--- config.mk ---
export PLATFORM = sky130hd
export DESIGN_NAME = ogl_ctrl
export DESIGN_NICKNAME = d
export VERILOG_FILES = /design/src/hw/rtl/ogl_pkg.sv /design/src/hw/rtl/ogl_ctrl.sv
export SDC_FILE = /design/constraint.sdc
export NUM_CORES = 1
export LEC_CHECK = 0
export BUFFER_PORTS_ARGS = -buffer_cell sky130_fd_sc_hd__buf_2
export CORE_MARGIN = 5
export CORE_UTILIZATION = 46
export CTS_BUF_LIST = sky130_fd_sc_hd__clkbuf_8
export DETAILED_ROUTE_END_ITERATION = 8
export GPL_TIMING_DRIVEN = 1
export PLACE_DENSITY_LB_ADDON = 0.08
export SYNTH_ARGS = -nofsm -noshare
export SYNTH_HDL_FRONTEND = slang
export SYNTH_SLANG_ARGS = --single-unit
--- constraint.sdc ---
create_clock -name clock -period 1.5 [get_ports clock]
set_input_delay 0.225 -clock clock [delete_from_list [all_inputs] [get_ports clock]]
set_output_delay 0.225 -clock clock [all_outputs]
set_load 0.02 [all_outputs]
--- src/hw/rtl/ogl_pkg.sv ---
// Shared constants, command and status types for the order group linkage table.
package ogl_pkg;

   localparam int LINK_SLOTS_DEF    = 256;
   localparam int GROUP_SLOTS_DEF   = 64;
   localparam int GROUP_MEMBERS_DEF = 8;

   localparam int KIND_W     = 2;
   localparam int ORDER_ID_W = 64;
   localparam int STATUS_W   = 2;
   localparam int GROUP_ID_W = 32;
   localparam int ACTIVE_W   = 7;
   localparam int MIN_MEMBERS = 2;

   localparam logic [KIND_W-1:0] KIND_REGISTER = 2'd0;
   localparam logic [KIND_W-1:0] KIND_EXECUTED = 2'd1;
   localparam logic [KIND_W-1:0] KIND_CANCELED = 2'd2;
   localparam logic [KIND_W-1:0] KIND_QUERY    = 2'd3;

   localparam logic [STATUS_W-1:0] STATUS_DONE       = 2'd0;
   localparam logic [STATUS_W-1:0] STATUS_NO_GROUP   = 2'd1;
   localparam logic [STATUS_W-1:0] STATUS_NOT_LINKED = 2'd2;
   localparam logic [STATUS_W-1:0] STATUS_NO_ROOM    = 2'd3;

   typedef logic [3:0] op_type;

   localparam op_type OP_IDLE   = 4'd0;
   localparam op_type OP_FIND   = 4'd1;
   localparam op_type OP_PACK   = 4'd2;
   localparam op_type OP_GSCAN  = 4'd3;
   localparam op_type OP_ALLOC  = 4'd4;
   localparam op_type OP_FORM   = 4'd5;
   localparam op_type OP_SIB    = 4'd6;
   localparam op_type OP_CLOSE  = 4'd7;
   localparam op_type OP_UNLINK = 4'd8;
   localparam op_type OP_SIZE   = 4'd9;
   localparam op_type OP_FREE   = 4'd10;

   typedef struct packed {
      logic                ready;
      logic                take;
      op_type              op;
      logic                rsp_load;
      logic [STATUS_W-1:0] rsp_status;
      logic                rsp_sib;
   } ogl_cmd_type;

   typedef struct packed {
      logic              take_open;
      logic              scan_done;
      logic              found;
      logic [KIND_W-1:0] kind;
      logic              overflow;
      logic              few_members;
      logic              room_ok;
      logic              size_small;
      logic              rsp_free;
      logic              sib_last;
      logic              sib_none;
   } ogl_status_type;

endpackage

--- src/hw/rtl/ogl_ctrl.sv ---
// Sequencer that steps each item through the table scans and response phases.
module ogl_ctrl (
   input  logic                   clock,
   input  logic                   reset,
   input  logic                   req_valid,
   input  ogl_pkg::ogl_status_type st,
   output ogl_pkg::ogl_cmd_type    cmd
);

   localparam logic [3:0] S_IDLE   = 4'd0;
   localparam logic [3:0] S_FIND   = 4'd1;
   localparam logic [3:0] S_PACK   = 4'd2;
   localparam logic [3:0] S_GSCAN  = 4'd3;
   localparam logic [3:0] S_ALLOC  = 4'd4;
   localparam logic [3:0] S_FORM   = 4'd5;
   localparam logic [3:0] S_SIB    = 4'd6;
   localparam logic [3:0] S_CLOSE  = 4'd7;
   localparam logic [3:0] S_UNLINK = 4'd8;
   localparam logic [3:0] S_SIZE   = 4'd9;
   localparam logic [3:0] S_FREE   = 4'd10;
   localparam logic [3:0] S_RESP   = 4'd11;
   localparam logic [3:0] S_EMIT   = 4'd12;

   logic [3:0]                    state_ff, state_in;
   logic [ogl_pkg::STATUS_W-1:0]  code_ff, code_in;

   always_comb begin
      state_in = state_ff;
      code_in  = code_ff;
      cmd      = '0;
      unique case (state_ff)
         S_IDLE: begin
            cmd.ready = 1'b1;
            cmd.take  = req_valid;
            if (req_valid && !st.take_open) begin
               state_in = S_FIND;
            end
         end
         S_FIND: begin
            cmd.op = ogl_pkg::OP_FIND;
            if (st.scan_done) begin
               unique case (st.kind)
                  ogl_pkg::KIND_REGISTER: begin
                     if (st.overflow) begin
                        code_in  = ogl_pkg::STATUS_NO_ROOM;
                        state_in = S_RESP;
                     end else begin
                        state_in = S_PACK;
                     end
                  end
                  ogl_pkg::KIND_EXECUTED: begin
                     code_in  = ogl_pkg::STATUS_NOT_LINKED;
                     state_in = st.found ? S_SIB : S_RESP;
                  end
                  ogl_pkg::KIND_CANCELED: begin
                     code_in  = ogl_pkg::STATUS_NOT_LINKED;
                     state_in = st.found ? S_UNLINK : S_RESP;
                  end
                  default: begin
                     code_in  = st.found ? ogl_pkg::STATUS_DONE : ogl_pkg::STATUS_NOT_LINKED;
                     state_in = S_RESP;
                  end
               endcase
            end
         end
         S_PACK: begin
            cmd.op = ogl_pkg::OP_PACK;
            if (st.scan_done) begin
               if (st.few_members) begin
                  code_in  = ogl_pkg::STATUS_NO_GROUP;
                  state_in = S_RESP;
               end else begin
                  state_in = S_GSCAN;
               end
            end
         end
         S_GSCAN: begin
            cmd.op = ogl_pkg::OP_GSCAN;
            if (st.scan_done) begin
               if (st.room_ok) begin
                  state_in = S_ALLOC;
               end else begin
                  code_in  = ogl_pkg::STATUS_NO_ROOM;
                  state_in = S_RESP;
               end
            end
         end
         S_ALLOC: begin
            cmd.op = ogl_pkg::OP_ALLOC;
            if (st.scan_done) begin
               state_in = S_FORM;
            end
         end
         S_FORM: begin
            cmd.op   = ogl_pkg::OP_FORM;
            code_in  = ogl_pkg::STATUS_DONE;
            state_in = S_RESP;
         end
         S_SIB: begin
            cmd.op = ogl_pkg::OP_SIB;
            if (st.scan_done) begin
               state_in = S_CLOSE;
            end
         end
         S_CLOSE: begin
            cmd.op   = ogl_pkg::OP_CLOSE;
            code_in  = ogl_pkg::STATUS_DONE;
            state_in = (st.kind == ogl_pkg::KIND_EXECUTED) ? S_EMIT : S_RESP;
         end
         S_UNLINK: begin
            cmd.op   = ogl_pkg::OP_UNLINK;
            state_in = S_SIZE;
         end
         S_SIZE: begin
            cmd.op   = ogl_pkg::OP_SIZE;
            code_in  = ogl_pkg::STATUS_DONE;
            state_in = st.size_small ? S_FREE : S_RESP;
         end
         S_FREE: begin
            cmd.op = ogl_pkg::OP_FREE;
            if (st.scan_done) begin
               state_in = S_CLOSE;
            end
         end
         S_RESP: begin
            cmd.rsp_status = code_ff;
            if (st.rsp_free) begin
               cmd.rsp_load = 1'b1;
               state_in     = S_IDLE;
            end
         end
         S_EMIT: begin
            cmd.rsp_status = ogl_pkg::STATUS_DONE;
            if (st.rsp_free) begin
               cmd.rsp_load = 1'b1;
               cmd.rsp_sib  = !st.sib_none;
               if (st.sib_none || st.sib_last) begin
                  state_in = S_IDLE;
               end
            end
         end
         default: begin
            state_in = S_IDLE;
         end
      endcase
   end

   always_ff @(posedge clock) begin
      if (reset) begin
         state_ff <= S_IDLE;
         code_ff  <= ogl_pkg::STATUS_DONE;
      end else begin
         state_ff <= state_in;
         code_ff  <= code_in;
      end
   end

endmodule

==> flow_metrics.env <==
export IMPL_multiInputGateArea_sq_um=707
export IMPL_failed_checks="setup timing"
export IMPL_finalCritPeriodShare_pct=111
export IMPL_r2r_slack_ns=-0.14
export IMPL_rr_endpoint="state_ff[1]"
export IMPL_ys_ff_latch=6
export IMPL_dpl_cell_count=154
export IMPL_crit_required_ns=1.27
export IMPL_antenna_left=0
export IMPL_wirelength_um=2860
export IMPL_min_period_ns=1.66
export IMPL_cp_max_fo=7
export IMPL_ios=25
export IMPL_syn_to_final_growth_pct=67.3
export IMPL_grt_ovfl_total=0
export IMPL_grt_pass1_vias=864
export IMPL_first_pass_iters=4
export IMPL_irDropWorstVdd_v=0.00168
export IMPL_endpoint_kind="output pin"
export IMPL_clock_sinks=6
export IMPL_final_cells=163
export IMPL_register_area_sq_um=135
export IMPL_p_leak_nw=0.556
export IMPL_start_util_pct=49.1
export IMPL_antenna_found_initial=0
export IMPL_antenna_cells=0
export IMPL_fp_row_count=14
export IMPL_synth_edff_count=0
export IMPL_ys_flop_type="dfxtp_1"
export IMPL_vias_per_cell=6.20
export IMPL_syn_avg_cell_area_sq_um=7.14
export IMPL_die_w_um=50.6
export IMPL_worstHoldStart="reset"
export IMPL_hold_end="state_ff[2]"
export IMPL_synth_cell_type_count=41
export IMPL_syn_area_sq_um=757
export IMPL_power_density_nw_per_um2=1750
export IMPL_final_hold_viol_count=0
export IMPL_cpPeakStageDelay_ns=0.36
export IMPL_syn_nets=121
export IMPL_vias=1010
export IMPL_dp_hpwl_um=1660
export IMPL_cts_tree="done"
export IMPL_crit_path_start_kind="register"
export IMPL_nNetsFinal=164
export IMPL_clk_pin_slew_ns=0.04
export IMPL_hold_buffers=0
export IMPL_drc=0
export IMPL_ys_warn_count=0
export IMPL_worstMarginPinSlew_ns=0.527
export IMPL_maxSlewViolCount=0
export IMPL_min_path_cells=3
export IMPL_grt_usage_pct=18.2
export IMPL_drt_first_iter_violations=27
export IMPL_gp_congestion=0.809
export IMPL_fin_worst_skew_ns=0.00580
export IMPL_clk_latency_ns=0.23
export IMPL_setup_slack_ns=-0.159
export IMPL_cp_data_arrival_time_ns=1.43
export IMPL_die_y_um=50.6
export IMPL_grt_pass1_wl_um=3720
export IMPL_drive_gt1_share_pct=49.7
export IMPL_seq_area_frac_synth_pct=15.9
export IMPL_cts_max_path_buffers=2
export IMPL_slew_headroom_pct=64.6
export IMPL_port_buffers=24
export IMPL_crit_chain="or2_4, buf_6, nor4b_4, buf_4"
export IMPL_utilization_pct=82.1
export IMPL_design_area_sq_um=1270
export IMPL_wl_per_cell_um=17.6
export IMPL_root_buffer="clkbuf_8"
export IMPL_die_area_sq_um=2560
export IMPL_synthArstFlopShare_pct=0
export IMPL_fill_cells=97
export IMPL_cap_viol_max_count=0
export IMPL_syn_inst=106
export IMPL_grt_max_degree=12
export IMPL_ctsHtreeMaxLevel=1
export IMPL_coreArea_sq_um=1540
export IMPL_post_place_ws_ns=-0.0863
export IMPL_hold_class="in -> reg"
export IMPL_place_area_sq_um=1000
export IMPL_max_freq_mhz=603
export IMPL_cts_buffers=3
export IMPL_r2r_start="state_ff[0]"
export IMPL_rsz0062_at_grt="true"
export IMPL_critPathSlowestCell="dfxtp_4"
export IMPL_setup_violations=9
export IMPL_status="finished with violations"
export IMPL_worstSetupPathType="reg -> out"
export IMPL_reg2reg_depth=6
cells in the mapped netlist, types with 2 or more instances:
master | n | area share [%]
clkbuf_1 | 5 | 2.5
nand2_1 | 7 | 3.5
nor2_1 | 5 | 2.5
o31ai_1 | 2 | 2.0
nand3b_1 | 2 | 2.0
a21oi_1 | 7 | 4.6
o22ai_1 | 2 | 1.7
o21ai_0 | 10 | 6.6
dfxtp_1 | 6 | 16
mux2i_1 | 6 | 7.9
buf_2 | 4 | 2.6
and3b_1 | 2 | 2.3
nor3_1 | 4 | 2.6
or2_2 | 2 | 1.7
and2_1 | 3 | 2.5
and3_1 | 3 | 2.5
nand2b_1 | 12 | 9.9
routing by layer:
layer / vias up / part of all wire [%] / GRT usage, %
met5: - / 0 / 0
met1: 471 / 38 / 22.2
met4: 0 / 4.4 / 8.94
met2: 49 / 51 / 29.1
li1: 477 / - / -
met3: 13 / 6.3 / 4.73
cell type report:
class,count,share of cell area [%]
multi-input cells,89,55.8
repair buffers,48,28.4
flip-flops and latches,6,10.7
clock buffers,3,3.26
well taps,16,1.58
inverters,1,0.296
per-stage QoR:
step | TNS (ns) | hold WS [ns] | power [mW]
after floorplan | -0.0291 | 0.398 | 1.02
after global placement | -0.245 | 0.462 | 1.43
after detailed placement | -0.479 | 0.468 | 1.45
after CTS | -0.447 | 0.345 | 1.82
after global routing | -1.35 | 0.379 | 2.35
final | -0.761 | 0.355 | 2.21
placed cells by master, fill, tap and decap left out, types with 2 or more instances in the layout:
| master | netlist | routed |
|---|---|---|
| dfxtp_4 | 0 | 4 |
| nor3_1 | 4 | 2 |
| o21ai_1 | 1 | 3 |
| nor3_4 | 0 | 2 |
| a21oi_2 | 1 | 2 |
| nand2b_1 | 12 | 10 |
| nand2b_4 | 0 | 2 |
| and3b_1 | 2 | 2 |
| clkbuf_8 | 0 | 3 |
| dfxtp_1 | 6 | 2 |
| mux2i_1 | 6 | 6 |
| and2_1 | 3 | 2 |
| nand3b_1 | 2 | 2 |
| o22ai_1 | 2 | 2 |
| and3_1 | 3 | 3 |
| or2_4 | 0 | 2 |
| a21oi_1 | 7 | 5 |
| buf_2 | 4 | 16 |
| o21ai_0 | 10 | 8 |
| o31ai_1 | 2 | 2 |
| buf_6 | 1 | 7 |
| nor2_1 | 5 | 4 |
| buf_4 | 0 | 24 |
| nand2_1 | 7 | 7 |
how the worst max path moves through the flow:
stage                   to         from
2_1_floorplan   code_ff[0]  state_ff[1]
3_3_place_gp   state_ff[0]  state_ff[0]
3_5_place_dp    code_ff[1]  state_ff[2]
4_1_cts             cmd[0]  state_ff[0]
5_1_grt        state_ff[1]  state_ff[1]
6_report            cmd[0]  state_ff[1]
worst max-delay path: cells and delay by family, from the launching register on:
kind | cells | cell delay (ns)
and+or+nand+nor | 2 | 0.54
DFF | 1 | 0.36
buffers and inverters | 2 | 0.31
what timing repair did:
item | CTS | global route
endpoints found under the setup margin | 16 | 15
pin swaps | 2 | 7
resized for setup | 14 | 30
buffers inserted | 1 | 5
gates cloned | 0 | 0
sequential cells by signal (all words and copies together), names as in the netlist:
| signal | flops |
|---|---|
| code_ff | 2 |
| state_ff | 4 |
power by group:
part	leakage, nW	switching [mW]	internal [mW]	total, mW
Combinational	0.482	0.783	0.865	1.65
Sequential	0.0520	0.0813	0.231	0.312
Clock	0.0216	0.0778	0.173	0.251
Total	0.556	0.942	1.27	2.21
logic make-up after synthesis:
group | after synthesis | share of synthesized area (%)
buffers and inverters | 11 | 7.11
AOI/OAI and AO/OA | 33 | 28.1
DFF | 6 | 15.9
and+or+nand+nor | 49 | 39.8
xor gates and xnor gates | 1 | 1.16
muxes | 6 | 7.93
Note: power is estimated with default switching activity, not from simulation.
